<file path="config.mk">
export PLATFORM = sky130hd
export DESIGN_NAME = cell_reference_parser_core_flat
export DESIGN_NICKNAME = d
export VERILOG_FILES = /design/src/hw/rtl/cref_pkg.sv /design/src/hw/rtl/cref_char_if.sv /design/src/hw/rtl/cref_cell_if.sv /design/src/hw/rtl/cref_step.sv /design/src/hw/rtl/cell_reference_parser_core.sv /design/src/flat_wrapper.sv
export SDC_FILE = /design/constraint.sdc
export NUM_CORES = 1
export LEC_CHECK = 0
export BUFFER_PORTS_ARGS = -buffer_cell sky130_fd_sc_hd__buf_2
export CAP_MARGIN = 20
export CORE_ASPECT_RATIO = 1.1
export CORE_UTILIZATION = 40
export CTS_CLUSTER_SIZE = 30
export DETAILED_ROUTE_END_ITERATION = 8
export GPL_ROUTABILITY_DRIVEN = 0
export PLACE_DENSITY_LB_ADDON = 0.05
export SLEW_MARGIN = 10
export SYNTH_ARGS = -nofsm -noshare
export SYNTH_HDL_FRONTEND = slang
export SYNTH_HIERARCHICAL = 1
export SYNTH_SLANG_ARGS = --single-unit
export TNS_END_PERCENT = 1
</file>
<file path="constraint.sdc">
create_clock -name clk -period 7.3 [get_ports clk]
set_clock_uncertainty 0.1 [all_clocks]
set_input_delay 0.365 -clock clk [delete_from_list [all_inputs] [get_ports clk]]
set_output_delay 0.365 -clock clk [all_outputs]
set_load 0.02 [all_outputs]
</file>
<file path="src/hw/rtl/cref_pkg.sv">
// Shared types and constants for the cell reference parser.
// No dependencies; compile before every other file of the block.
package cref_pkg;

  // Field widths
  localparam int CHAR_BITS     = 8;
  localparam int COL_BITS      = 16;
  localparam int ROW_BITS      = 32;
  localparam int LETTER_BITS   = 5;
  localparam int DIGIT_BITS    = 4;

  // The column accumulator holds the 1-based column and may reach 2^COL_BITS.
  localparam int COL_ACC_BITS  = COL_BITS + 1;
  // Room for accum * 26 + letter, and for accum * 10 + digit.
  localparam int COL_PROD_BITS = COL_ACC_BITS + LETTER_BITS;
  localparam int ROW_PROD_BITS = ROW_BITS + DIGIT_BITS;

  localparam int COL_RADIX     = 26;
  localparam int ROW_RADIX     = 10;

  localparam logic [COL_PROD_BITS-1:0] COL_LIMIT =
    COL_PROD_BITS'({1'b1, {COL_BITS{1'b0}}});
  localparam logic [ROW_PROD_BITS-1:0] ROW_LIMIT =
    ROW_PROD_BITS'({ROW_BITS{1'b1}});

  // Character codes
  localparam logic [CHAR_BITS-1:0] CH_DOLLAR  = 8'h24;
  localparam logic [CHAR_BITS-1:0] CH_COLON   = 8'h3A;
  localparam logic [CHAR_BITS-1:0] CH_ZERO    = 8'h30;
  localparam logic [CHAR_BITS-1:0] CH_NINE    = 8'h39;
  localparam logic [CHAR_BITS-1:0] CH_UPPER_A = 8'h41;
  localparam logic [CHAR_BITS-1:0] CH_UPPER_Z = 8'h5A;
  localparam logic [CHAR_BITS-1:0] CH_LOWER_A = 8'h61;
  localparam logic [CHAR_BITS-1:0] CH_LOWER_Z = 8'h7A;

  typedef enum logic [2:0] {
    PH_START,
    PH_COLFIRST,
    PH_COL,
    PH_ROWSTART,
    PH_ROWFIRST,
    PH_ROW,
    PH_STOP
  } phase_t;

  typedef struct packed {
    phase_t                  phase;
    logic [COL_ACC_BITS-1:0] col_accum;
    logic [ROW_BITS-1:0]     row_accum;
    logic                    col_abs;
    logic                    row_abs;
    logic                    saw_digit;
    logic                    sat;
  } parse_state_t;

  typedef struct packed {
    logic [COL_BITS-1:0] col_index;
    logic [ROW_BITS-1:0] row_index;
    logic                col_absolute;
    logic                row_absolute;
    logic                parse_ok;
    logic                overflow;
  } cell_result_t;

  localparam parse_state_t STATE_RESET = '{
    phase:     PH_START,
    col_accum: '0,
    row_accum: '0,
    col_abs:   1'b0,
    row_abs:   1'b0,
    saw_digit: 1'b0,
    sat:       1'b0
  };

endpackage

</file>
<file path="src/hw/rtl/cref_char_if.sv">
// Character request channel: valid/ready handshake with one character.
// Depends on cref_pkg.
interface cref_char_if;
  logic                          valid;
  logic                          ready;
  logic [cref_pkg::CHAR_BITS-1:0] char_code;
  logic                          is_last;

  modport source (output valid, output char_code, output is_last, input ready);
  modport sink   (input valid, input char_code, input is_last, output ready);
endinterface

</file>
<file path="src/hw/rtl/cref_cell_if.sv">
// Result request channel: valid/ready handshake with one parsed reference.
// Depends on cref_pkg.
interface cref_cell_if;
  logic                          valid;
  logic                          ready;
  logic [cref_pkg::COL_BITS-1:0] col_index;
  logic [cref_pkg::ROW_BITS-1:0] row_index;
  logic                          col_absolute;
  logic                          row_absolute;
  logic                          parse_ok;
  logic                          overflow;

  modport source (output valid, output col_index, output row_index,
                  output col_absolute, output row_absolute,
                  output parse_ok, output overflow, input ready);
  modport sink   (input valid, input col_index, input row_index,
                  input col_absolute, input row_absolute,
                  input parse_ok, input overflow, output ready);
endinterface

</file>
<file path="src/hw/rtl/cref_step.sv">
// Next-state logic of the parser for one character, plus the result that
// the reference would give if this character is its last. Depends on cref_pkg.
module cref_step (
  input  cref_pkg::parse_state_t         cur,
  input  logic [cref_pkg::CHAR_BITS-1:0] char_code,
  output cref_pkg::parse_state_t         nxt,
  output cref_pkg::cell_result_t         result
);

  logic                                 is_letter;
  logic                                 is_digit;
  logic                                 is_dollar;
  logic                                 is_colon;
  logic [cref_pkg::LETTER_BITS-1:0]     letter_val;
  logic [cref_pkg::DIGIT_BITS-1:0]      digit_val;
  logic [cref_pkg::COL_PROD_BITS-1:0]   col_mac;
  logic [cref_pkg::ROW_PROD_BITS-1:0]   row_mac;
  logic                                 col_sat;
  logic                                 row_sat;
  logic [cref_pkg::COL_ACC_BITS-1:0]    col_added;
  logic [cref_pkg::ROW_BITS-1:0]        row_added;
  logic                                 do_letter;
  logic                                 do_digit;
  logic [cref_pkg::COL_ACC_BITS-1:0]    col_dec;
  logic [cref_pkg::ROW_BITS-1:0]        row_dec;
  logic                                 ok;

  // Character classes; both cases of a letter share the low five bits
  assign is_letter = (char_code >= cref_pkg::CH_UPPER_A && char_code <= cref_pkg::CH_UPPER_Z) ||
                     (char_code >= cref_pkg::CH_LOWER_A && char_code <= cref_pkg::CH_LOWER_Z);
  assign is_digit  = char_code >= cref_pkg::CH_ZERO && char_code <= cref_pkg::CH_NINE;
  assign is_dollar = char_code == cref_pkg::CH_DOLLAR;
  assign is_colon  = char_code == cref_pkg::CH_COLON;
  assign letter_val = char_code[cref_pkg::LETTER_BITS-1:0];
  assign digit_val  = char_code[cref_pkg::DIGIT_BITS-1:0];

  // Saturating multiply-add: accum > (limit - d) / r  iff  accum * r + d > limit
  assign col_mac = cref_pkg::COL_PROD_BITS'(cur.col_accum) *
                   cref_pkg::COL_PROD_BITS'(cref_pkg::COL_RADIX) +
                   cref_pkg::COL_PROD_BITS'(letter_val);
  assign col_sat   = col_mac > cref_pkg::COL_LIMIT;
  assign col_added = col_sat ? cref_pkg::COL_LIMIT[cref_pkg::COL_ACC_BITS-1:0]
                             : col_mac[cref_pkg::COL_ACC_BITS-1:0];

  assign row_mac = cref_pkg::ROW_PROD_BITS'(cur.row_accum) *
                   cref_pkg::ROW_PROD_BITS'(cref_pkg::ROW_RADIX) +
                   cref_pkg::ROW_PROD_BITS'(digit_val);
  assign row_sat   = row_mac > cref_pkg::ROW_LIMIT;
  assign row_added = row_sat ? cref_pkg::ROW_LIMIT[cref_pkg::ROW_BITS-1:0]
                             : row_mac[cref_pkg::ROW_BITS-1:0];

  // Phase transitions
  always_comb begin
    nxt       = cur;
    do_letter = 1'b0;
    do_digit  = 1'b0;
    unique case (cur.phase)
      cref_pkg::PH_START: begin
        if (is_dollar) begin
          nxt.col_abs = 1'b1;
          nxt.phase   = cref_pkg::PH_COLFIRST;
        end else if (is_letter) begin
          do_letter = 1'b1;
          nxt.phase = cref_pkg::PH_COL;
        end else begin
          nxt.phase = cref_pkg::PH_STOP;
        end
      end
      cref_pkg::PH_COLFIRST: begin
        if (is_letter) begin
          do_letter = 1'b1;
          nxt.phase = cref_pkg::PH_COL;
        end else begin
          nxt.phase = cref_pkg::PH_STOP;
        end
      end
      cref_pkg::PH_COL: begin
        if (is_letter) begin
          do_letter = 1'b1;
        end else if (is_colon) begin
          nxt.phase = cref_pkg::PH_ROWSTART;
        end else begin
          nxt.phase = cref_pkg::PH_STOP;
        end
      end
      cref_pkg::PH_ROWSTART: begin
        if (is_dollar) begin
          nxt.row_abs = 1'b1;
          nxt.phase   = cref_pkg::PH_ROWFIRST;
        end else if (is_digit) begin
          do_digit  = 1'b1;
          nxt.phase = cref_pkg::PH_ROW;
        end else begin
          nxt.phase = cref_pkg::PH_STOP;
        end
      end
      cref_pkg::PH_ROWFIRST, cref_pkg::PH_ROW: begin
        if (is_digit) begin
          do_digit  = 1'b1;
          nxt.phase = cref_pkg::PH_ROW;
        end else begin
          nxt.phase = cref_pkg::PH_STOP;
        end
      end
      default: begin
        nxt.phase = cref_pkg::PH_STOP;
      end
    endcase

    if (do_letter) begin
      nxt.col_accum = col_added;
      nxt.sat       = cur.sat | col_sat;
    end
    if (do_digit) begin
      nxt.row_accum = row_added;
      nxt.sat       = cur.sat | row_sat;
      nxt.saw_digit = 1'b1;
    end
  end

  // Result fields, taken from the state after this character
  assign col_dec = nxt.col_accum - cref_pkg::COL_ACC_BITS'(1);
  assign row_dec = nxt.row_accum - cref_pkg::ROW_BITS'(1);
  assign ok      = nxt.saw_digit && (nxt.row_accum != '0);

  assign result.col_index    = (nxt.col_accum != '0) ? col_dec[cref_pkg::COL_BITS-1:0] : '0;
  assign result.row_index    = ok ? row_dec : '0;
  assign result.col_absolute = nxt.col_abs;
  assign result.row_absolute = nxt.row_abs;
  assign result.parse_ok     = ok;
  assign result.overflow     = nxt.sat;

endmodule

</file>
<file path="src/hw/rtl/cell_reference_parser_core.sv">
// Parses an A1-style cell reference ([$]letters:[$]digits) sent one character
// per request, the final one marked with is_last, and returns one result per
// reference: 0-based column and row, the two absolute flags, an ok flag and
// an overflow flag. One character is taken every clock cycle while the input is
// not stalled; the last character of a reference passes through the input
// register into the result register, where the result sits until taken. The
// per-character update of the parse state is a saturating multiply-add on the
// row or column accumulator. While a result waits to be taken, characters of
// the next reference keep flowing; only its last character waits in the input
// register, and the input stalls behind it.
// Depends on cref_pkg, cref_char_if, cref_cell_if and cref_step.
module cell_reference_parser_core (
  input  logic                clk,
  input  logic                rst,
  cref_char_if.sink           chars,
  cref_cell_if.source         cells
);

  logic                          s1_valid;
  logic [cref_pkg::CHAR_BITS-1:0] s1_char;
  logic                          s1_last;
  logic                          s1_take;
  cref_pkg::parse_state_t        st;
  cref_pkg::parse_state_t        st_next;
  cref_pkg::cell_result_t        step_result;
  logic                          res_valid;
  cref_pkg::cell_result_t        res;

  // Input stage advances unless its last character would overwrite a waiting result
  assign s1_take     = s1_valid && !(s1_last && res_valid && !cells.ready);
  assign chars.ready = !s1_valid || s1_take;

  cref_step u_step (
    .cur       (st),
    .char_code (s1_char),
    .nxt       (st_next),
    .result    (step_result)
  );

  // Control registers
  always_ff @(posedge clk) begin
    if (rst) begin
      s1_valid  <= 1'b0;
      st        <= cref_pkg::STATE_RESET;
      res_valid <= 1'b0;
    end else begin
      if (chars.ready) begin
        s1_valid <= chars.valid;
      end
      if (s1_take) begin
        st <= s1_last ? cref_pkg::STATE_RESET : st_next;
      end
      if (s1_take && s1_last) begin
        res_valid <= 1'b1;
      end else if (cells.ready) begin
        res_valid <= 1'b0;
      end
    end
  end

  // Payload registers
  always_ff @(posedge clk) begin
    if (chars.valid && chars.ready) begin
      s1_char <= chars.char_code;
      s1_last <= chars.is_last;
    end
    if (s1_take && s1_last) begin
      res <= step_result;
    end
  end

  assign cells.valid        = res_valid;
  assign cells.col_index    = res.col_index;
  assign cells.row_index    = res.row_index;
  assign cells.col_absolute = res.col_absolute;
  assign cells.row_absolute = res.row_absolute;
  assign cells.parse_ok     = res.parse_ok;
  assign cells.overflow     = res.overflow;

endmodule

</file>
<file path="src/flat_wrapper.sv">
// flat-port wrapper written by rule: the top's interface ports become plain ports
module cell_reference_parser_core_flat 
  (clk, rst, chars_valid, chars_char_code, chars_is_last, chars_ready, cells_valid, cells_col_index, cells_row_index, cells_col_absolute, cells_row_absolute, cells_parse_ok, cells_overflow, cells_ready);
  cref_char_if chars_i ();
  cref_cell_if cells_i ();
  input  logic clk;
  input  logic rst;
  input wire logic [$bits(chars_i.valid)-1:0] chars_valid;
  input wire logic [$bits(chars_i.char_code)-1:0] chars_char_code;
  input wire logic [$bits(chars_i.is_last)-1:0] chars_is_last;
  output wire logic [$bits(chars_i.ready)-1:0] chars_ready;
  output wire logic [$bits(cells_i.valid)-1:0] cells_valid;
  output wire logic [$bits(cells_i.col_index)-1:0] cells_col_index;
  output wire logic [$bits(cells_i.row_index)-1:0] cells_row_index;
  output wire logic [$bits(cells_i.col_absolute)-1:0] cells_col_absolute;
  output wire logic [$bits(cells_i.row_absolute)-1:0] cells_row_absolute;
  output wire logic [$bits(cells_i.parse_ok)-1:0] cells_parse_ok;
  output wire logic [$bits(cells_i.overflow)-1:0] cells_overflow;
  input wire logic [$bits(cells_i.ready)-1:0] cells_ready;
  assign chars_i.valid = chars_valid;
  assign chars_i.char_code = chars_char_code;
  assign chars_i.is_last = chars_is_last;
  assign chars_ready = chars_i.ready;
  assign cells_valid = cells_i.valid;
  assign cells_col_index = cells_i.col_index;
  assign cells_row_index = cells_i.row_index;
  assign cells_col_absolute = cells_i.col_absolute;
  assign cells_row_absolute = cells_i.row_absolute;
  assign cells_parse_ok = cells_i.parse_ok;
  assign cells_overflow = cells_i.overflow;
  assign cells_i.ready = cells_ready;
  cell_reference_parser_core u_core (.clk(clk), .rst(rst), .chars(chars_i), .cells(cells_i));
endmodule
</file>
# --- After elaboration in Yosys (flattened, before gate mapping) ---
# Index checks and enable logic that the tools add are counted.
word_totals:
  out_inout_bits: 54
  wordCells: 88
  input_bits: 13
  ff_bits: 119
op_classes:
  n_reduce_logical: 21
  n_bitwise: 2
  add_sub_neg: 4
  eq_ne: 8
  magnitude_cmp: 8
  muxes: 26
  multipliers: 2
op_table:
  columns: ["cell", "n"]
  rows:
  - ["$mux 32", 2]
  - ["$mux 56", 1]
  - ["$add 36x4->36", 1]
  - ["$gt 36x32->1 const B", 1]
  - ["$mul 32x3->35 const B", 1]
  - ["$mux 17", 2]
  - ["$reduce_bool 32->1", 1]
  - ["$sub 32x1->32 const B", 1]
  - ["$add 22x5->22", 1]
  - ["$gt 22x17->1 const B", 1]
  - ["$mul 17x4->21 const B", 1]
  - ["$reduce_bool 17->1", 1]
  - ["$eq 8x6->1 const B", 2]
  - ["$ge 8x7->1 const B", 2]
  - ["$le 8x7->1 const B", 2]
  - ["$sub 16x1->16 const B", 1]
  - ["$pmux 3 s5", 1]
  - ["$mux 3", 4]
  - ["$mux 1", 11]
  - ["$logic_and 1x1->1", 9]
  - ["$ge 8x6->1 const B", 1]
  - ["$le 8x6->1 const B", 1]
  - ["$eq 3x2->1 const B", 2]
  - ["$eq 3x3->1 const B", 2]
  - ["other kinds (11)", 19]

# --- Longest topological paths before layout ---
# Gate-level depths: netlist of run 1.
logic_depth:
  ltp_word: 9
  depth_mapped: 26
  ltp_nobuf: 24

# --- By module ---
# Netlist of run 1, hierarchy kept.
modules_own_cells:
  columns: ["mod", "seq_area_each_um2", "instances", "cells_per_inst", "area_each_um2"]
  rows:
  - ["cref_step", 0.0, 1, 1175, 7947.6]
  - ["cell_reference_parser_core", 2992.9, 1, 199, 3647.2]

# --- Least setup slack after synthesis of run 1 ---
# Ideal clock, no wire load.
synth_path:
  path_type: "reg2reg"
  startpoint: "reg u_core/st[5] (netlist bit)"
  endpoint: "reg u_core.res (netlist bit u_core/cells.parse_ok), data pin"
  setup_time_ns: 0.251
  synth_period_minus_slack_ns: 6.569
  arrival_ns: 6.218
  path_buffers: 5
  required_ns: 6.949
  setup_slack_ns: 0.731
  stages_incl_launch_ff: 27
  cell_sequence: "dfxtp_1 > ha_1 > ha_1 > fa_1 > a211oi_4 > o21ai_2 > a31o_1 > o31a_1 > nor4_4 > nand4_2 > or4b_1 > buf_2 > o21ai_2 > nand4_4 > a21oi_2 > clkbuf_1 > clkbuf_1 > a21oi_1 > inv_1 > ha_1 > inv_1 > a221oi_1 > or4b_1 > o31ai_4 > buf_2 > inv_2 > buf_4"
synth_rtl:
  columns: ["item", "line", "rtl"]
  rows:
  - ["start, declared", "cell_reference_parser_core.sv:23", "cref_pkg::parse_state_t st;"]
  - ["start signal, assigned", "cell_reference_parser_core.sv:44", "st <= cref_pkg::STATE_RESET;"]
  - ["start signal, assigned", "cell_reference_parser_core.sv:51", "st <= s1_last ? cref_pkg::STATE_RESET : st_next;"]
  - ["end signal, assigned", "cell_reference_parser_core.sv:68", "res <= step_result;"]
  - ["end, declared", "cell_reference_parser_core.sv:27", "cref_pkg::cell_result_t res;"]

# --- Worst setup path in the final report of run 1 ---
layout_path:
  startpoint: "reg u_core/st[5] (netlist bit)"
  endpoint: "reg u_core.res (netlist bit u_core/cells.row_index[31]), data pin"
layout_between:
  elab_chain_cells: 7
  word_cells_on_any_way: 8
  classes_between: "2 x add/sub; 1 x mul; 1 x order compare; 2 x mux; 2 x reduce/logical"
layout_lines:
  columns: ["item", "line", "rtl"]
  rows:
  - ["$mul 32x3->35", "cref_step.sv:45", "assign row_mac = cref_pkg::ROW_PROD_BITS'(cur.row_accum) *"]
  - ["$add 36x4->36", "cref_step.sv:46", "cref_pkg::ROW_PROD_BITS'(cref_pkg::ROW_RADIX) +"]
  - ["$gt 36x32->1", "cref_step.sv:48", "assign row_sat = row_mac > cref_pkg::ROW_LIMIT;"]
  - ["$mux 32", "cref_step.sv:49", "assign row_added = row_sat ? cref_pkg::ROW_LIMIT[cref_pkg::ROW_BITS-1:0]"]
  - ["$mux 32 *", "cref_step.sv:114", "if (do_digit) begin"]
  - ["parallel branches: the longest is 2 deep, another holds $sub 32x1->32", null, null]
# Every way passes the cells marked *.
# A chain may end at the register's enable or synchronous reset.

==> run metrics, run 1 <==
CP Capture Point u_core/cells.row_index[31]; Leak Pwr between 0.005 and 0.006 uW; Die Width 164 um; Slew HR between 30% and 40%; Worst-Margin Slew slightly below 1 ns; H-tree levels 4; multiplexer share of the synthesized area less than 1%; Die Height 181 um; compound-cell area share of the yosys netlist 24.7%; Core Box Area approximately 29000 um2; FF-to-FF End u_core/cells.row_index[31]; root buf cell clkbuf_16; VDD IR-drop max just over 0.09 mV; Slew Limit Fails 0; largest net degree at the start of global routing 57; post-synthesis xor/xnor area fraction 7.24%; die area 29700 um2; CTS Buf Count 17; Yosys cell types 100; crit-path max FO 23; Post-CTS Setup Repair Bufs 0; Synth Area per Inst ~8.4 um2; P&R area growth vs syn 11.2%; Final min period 6.72 ns; r2r worst-path depth 18; I/O pin count 67; CTS tree done; crit path launch type register; placed insts approximately 1800; Layout Cell Area excl Fill around 13000 um2; critical path required time 7.48 ns; Global Route Usage Sum roughly 24%; initial antenna violation count 0; starting density of the core between 40 and 50%; I/O Buffers 66; total grt overflow 0; num rows 65; CTS sink count 119; non-filler cells in the finished layout roughly 1800; Multi-input gate area between 7000 and 8000 um2; Post-Syn Area around 12000 um2; Reg area ~3000 um2; max-cap viol count 0; Clock Latency Late Sink approximately 0.43 ns; Filler cells between 2000 and 3000; register area share after synthesis 25.8%; met3 wire length about 960 um; main combinational cell family by area after synthesis compound AO/OA/AOI/OAI gates; final count of hold timing violations 0; vias in the first global route a little over 10000; Synth top area share between 15 and 20%; RSZ-0062 raised after global routing no; Setup crit end kind register; synth top area cells edfxtp_1 16%, ha_1 12%, dfxtp_1 10%; Detailed Place HPWL about 27000 um; Via density between 5 and 6; crit path DAT 6.90 ns; setup TNS 0 ns; Worst Path Class, Setup reg2reg; hold crit path type in2reg; Post-DRT Antenna Nets 0; nets@finish 1564; worst hold slack 0.0151 ns; PwrDens about 130 nW/um2; DR iter-0 viols 716; period utilization around 92%; synthesis-stage register bit count approximately 120; first-pass GRT wire length 56200 um; remaining routing DRC violations 0; share of layout cells above drive strength 1 between 10% and 20%; number of flops mapped to enable cells by yosys 61; Max Used Layer met4; Worst Setup SP u_core/st[5]; Ys Warns 6; DR WL/cell between 15 and 20 um; M1 WL ~15000 um; r2r setup slk 0.58 ns; Final setup viols 0; Synth Instances 1374; Fmax achieved about 150 MHz; via count 10600; antenna cell count 0; Synth Area in Adders approximately 15%; Total Wirelength between 30000 and 40000 um; asr flop ratio synth 0%; largest area contributor in the netlist edfxtp_1; post-layout power approximately 1700 uW; synth cell count leaders 126 x nor2_1, 109 x ha_1, 108 x inv_1; Placed Area roughly 12000 um2; DR pass1 iterations 8; Syn Nets between 1500 and 2000; top-count cell post-synth nor2_1; clk buf depth 2; outcome complete, no violations; Synth Flop Type edfxtp_1; Simple-Gate Fraction of Synth Area a little over a fifth; met2 wire len 18100 um; clock slew at reported path FFs 0.06 ns; Reg2Reg Launch Point u_core/st[5]
==> cells by family (layout without fill, tap and decap cells) <==
logic type | Yosys count | count (layout)
buf+inv | 168 | 232
xor+xnor | 95 | 95
flops | 119 | 119
mux | 5 | 5
compound gates | 401 | 401
simple gates | 460 | 460
fa+ha+maj | 126 | 126
==> metrics by stage <==
stage,setup WS (ns),utilization [%]
final,0.576,45.0
after floorplan,0.731,-
after CTS,0.640,45.0
after global routing,0.153,45.0
after global placement,0.704,42.9
after detailed placement,0.665,42.9
==> sequential cells by signal, indices dropped and copies added (netlist names), 8 cells and up <==
| register | flops |
|---|---|
| u_core/st | 56 |
| u_core/cells.row_index | 32 |
| u_core/cells.col_index | 16 |
| u_core/s1_char | 8 |
==> per-layer routing <==
layer / vias up / global-route usage (%)
met1: 5083 / 30.0
met5: - / 0
li1: 5191 / -
met2: 241 / 43.2
met3: 62 / 2.46
met4: 0 / 8.89
==> worst min path at each step <==
stage / start / to / cells past startpoint
floorplan: u_core/st[1] / u_core/st[1] / 1
global placement: u_core/st[1] / u_core/st[1] / 1
detailed placement: u_core/st[1] / u_core/st[1] / 1
CTS: chars_char_code[2] / u_core/s1_char[2] / 1
global route: chars_char_code[3] / u_core/s1_char[3] / 1
finish: chars_char_code[2] / u_core/s1_char[2] / 1
==> worst max-delay path: stages (launching register included) <==
cell and delay, ns:
dfxtp_1 0.47, ha_1 0.28, ha_1 0.24, fa_1 0.45, a211oi_4 0.35, o211ai_1 0.23, a22oi_1 0.35, nor2b_1 0.28
o21ai_0 0.15, xnor2_1 0.19, or4b_1 0.70, nor3_4 0.26, nand4_4 0.21, a21oi_2 0.26, buf_4 0.33, o21ai_1 0.29
or4_1 0.78, or4_1 0.47, a21oi_1 0.17
==> cell type report <==
type	count	share of cell area (%)
Tap cell	368	3.57
Clock buffer	19	3.44
Inverter	109	3.17
Timing Repair Buffer	91	4.05
Clock inverter	13	1.02
Sequential cell	119	23.2
Multi-Input combinational cell	1087	61.5
==> what timing repair did <==
item                                   CTS  global route
resized for setup                        0             0
hold buffers                             3             0
endpoints found under the hold margin    3             0
==> cells in the final DEF, fill, tap and decap left out, types with 12 or more instances in the layout <==
cell and n:
nor4_1 12, o21ai_0 56, nor2_1 124, buf_2 66, a31oi_1 22, xnor2_1 59
o22ai_1 13, nand2_1 100, or3_1 22, fa_1 17, ha_1 109, and3_1 16
nor3_1 31, nand4_1 28, edfxtp_1 61, clkbuf_16 17, a22o_1 58, a21o_1 30
inv_1 108, nand3_1 33, and2_1 14, buf_4 21, o21a_1 12, o31ai_1 13
dfxtp_1 58, a21oi_1 89, xor2_1 35
==> report_power, final <==
part           switching (uW)  internal [uW]  total (uW)  leakage [uW]
Combinational            90.2           47.2         137       0.00450
Sequential               10.7            718         729       0.00108
Clock                     321            507         829      0.000274
Total                     422           1270        1690       0.00585
Power figures use the tool's default switching activity.
==> inputs of run 2 (changes only) <==
- PLACE_DENSITY: unset -> 0.54
- PLACE_DENSITY_LB_ADDON: 0.05 -> unset
- SKIP_LAST_GASP: unset -> 1
==> run 2 against run 1 <==
  * Flip-flop and latch count is the same
  * Highest routed layer unchanged
  * Sequential power barely moved
  * Core utilization increased by 0.14 points
  * Final cell count increased by 0.11%
  * Critical path type unchanged
  * Hold slack better by 0.0045 ns
  * Largest power group unchanged
  * Clock-buffer cell count up 2
  * Global-route usage up 0.32 points
  * Routed wire length grew 0.49%
==> run metrics, run 2 (synthesis results as in run 1) <==
placed insts 1770 (unchanged); starting density of the core 40.5% (unchanged); crit path launch type register; remaining routing DRC violations 0 (unchanged); met3 wire length 1080 um (+13%); DR pass1 iterations 6 (-2); final count of hold timing violations 0 (unchanged); Setup crit end kind register; switching pwr 433 uW (+2.6%); Leak Pwr 0.00587 uW (+0.32%); Via density 5.92 (+1.1%); Max Used Layer met4; post-CTS sizing 0 (unchanged); Slew HR 27.2% (-7.9 points); Die Height 181 um (unchanged); nets@finish 1566 (+0.13%); Layout Cell Area excl Fill 12900 um2 (+0.32%); Detailed Place HPWL 27500 um (+0.45%); Global Route Usage Sum 24.7% (+0.32 points); Core Box Area 28600 um2 (unchanged); max reg flops 56 (unchanged); Post-DRT Antenna Nets 0 (unchanged); I/O Buffers 66 (unchanged); CTS sink count 119 (unchanged); hold path startpoint chars_char_code[7]; Total Wirelength 35600 um (+0.49%); first-pass GRT wire length 57000 um (+1.4%); outcome complete, no violations; crit path DAT 6.73 ns (-0.17 ns); power share of the sequential group 42.1% (-0.9 points); total grt overflow 0 (unchanged); VDD IR-drop max 0.188 mV (+110%); Hold Crit Endpoint u_core/s1_char[7]; commonest non-fill, non-tap cell in the layout nor2_1; PwrDens 134 nW/um2 (+1.8%); Die Width 164 um (unchanged); hold crit path type in2reg; non-filler cells in the finished layout 1808 (+0.11%); DR iter-0 viols 741 (+3.5%); vias in the first global route 10600 (+3.3%); M1 WL 14800 um (-3.7%); Worst Path Class, Setup reg2reg; share of layout cells above drive strength 1 11.5% (+0.054 points); I/O pin count 67 (unchanged); num rows 65 (unchanged); Final Util 45.2% (+0.14 points); clock slew at reported path FFs 0.06 ns (about the same); via count 10700 (+1.2%); Clock power frac 49.9% (+1.0 points); H-tree levels 4 (unchanged); Worst-Margin Slew 1.06 ns (+0.0956 ns); FF-to-FF End u_core/cells.row_index[25]; Post-CTS Setup Repair Bufs 0 (unchanged); Fmax achieved 150 MHz (+1.0%); clk buf depth 2 (unchanged); max-cap viol count 0 (unchanged); largest net degree at the start of global routing 57 (unchanged); most frequent cells in the layout 124 x nor2_1, 109 x ha_1, 108 x inv_1; Reg2Reg Launch Point u_core/st[7]; worst hold stages 1 (unchanged); Biggest register u_core/st; Final setup viols 0 (unchanged); met2 wire len 18400 um (+2.1%); DR WL/cell 19.7 um (+0.38%); CTS tree done; switching part of the total 25.0% (+0.12 points); crit-path max FO 22 (-4.3%); initial antenna violation count 0 (unchanged); Slew Limit Fails 0 (unchanged); antenna cell count 0 (unchanged); r2r setup slk 0.64 ns (+0.07 ns); CTS Buf Count 17 (unchanged); logic gate share of total power 8.0% (about the same); r2r worst-path depth 21 (+3); Filler cells 2867 (-3.6%); Clock Latency Late Sink 0.43 ns (about the same); P&R area growth vs syn 11.5%; setup TNS 0 ns (unchanged); hold_buf cts 5 (+2); die area 29700 um2 (unchanged); Placed Area 12300 um2 (unchanged); Final min period 6.66 ns (-0.0678 ns); root buf cell clkbuf_16; critical path required time 7.37 ns (-0.11 ns); period utilization 91.2% (-0.93 points); RSZ-0062 raised after global routing no; Power Internal 1300 uW (+1.9%)
run 2: cell count changes in the layout (fill, tap and decap cells not counted), sizes merged:
cell	delta
clkinv	-3
dlygate4sd3	+2
buf	+1
clkbuf	+1
inv	+1
run 2: power groups by stage:
stage	Clock [uW]	Combinational, uW	Sequential, uW
after floorplan	0	86.6	748
after global placement	0	136	742
after detailed placement	0	137	743
after CTS	876	139	728
after global routing	904	152	730
final	864	139	728
run 2: final cells by class:
| type | instances | area [um2] | area share [%] |
|---|---|---|---|
| Multi-Input combinational cell | 1087 | 7930 | 61.3 |
| Sequential cell | 119 | 2990 | 23.1 |
| Timing Repair Buffer | 93 | 543 | 4.20 |
| Clock buffer | 21 | 472 | 3.65 |
| Tap cell | 368 | 460 | 3.56 |
| Inverter | 109 | 409 | 3.16 |
| Clock inverter | 11 | 123 | 0.948 |
run 2: metal layers:
layer,vias up,GRT usage (%)
met2,262,44.7
met1,5176,28.9
met5,-,0
li1,5188,-
met4,0,10.5
met3,77,2.60
run 2: worst max-delay path by stage:
| stage | startpoint | endpoint | slack, ns | cells after the start |
|---|---|---|---|---|
| floorplan | u_core/st[5] | u_core/cells.parse_ok | 0.73 | 26 |
| global placement | u_core/st[5] | u_core/cells.row_index[25] | 0.81 | 22 |
| detailed placement | u_core/st[5] | u_core/cells.row_index[25] | 0.64 | 22 |
| CTS | u_core/st[5] | u_core/cells.row_index[25] | 0.65 | 22 |
| global route | u_core/st[5] | u_core/cells.row_index[19] | 0.29 | 22 |
| finish | u_core/st[7] | u_core/cells.row_index[25] | 0.64 | 21 |
run 2: through the flow:
stage                     hold WS (ns)  total power [uW]  setup WS [ns]
final                           0.0196              1730          0.644
after global routing           0.00181              1790          0.293
after CTS                      0.00413              1740          0.647
after detailed placement         0.357               879          0.641
after global placement           0.348               879          0.807
after floorplan                  0.334               834          0.731
run 2: critical path, stage by stage (launching register included):
cell and delay (ns):
dfxtp_1 0.42, ha_1 0.28, ha_1 0.40, o211ai_1 0.22
o211ai_2 0.23, a31oi_2 0.22, nor4_1 0.88, nor2_1 0.12
xnor2_1 0.38, or4b_1 0.64, nor3_4 0.26, and4_1 0.34
o21ai_1 0.12, nor2_1 0.12, a21o_1 0.17, ha_1 0.15
inv_1 0.04, a221oi_1 0.20, or4b_1 0.52, o31ai_4 0.20
buf_4 0.31, nor3_1 0.10
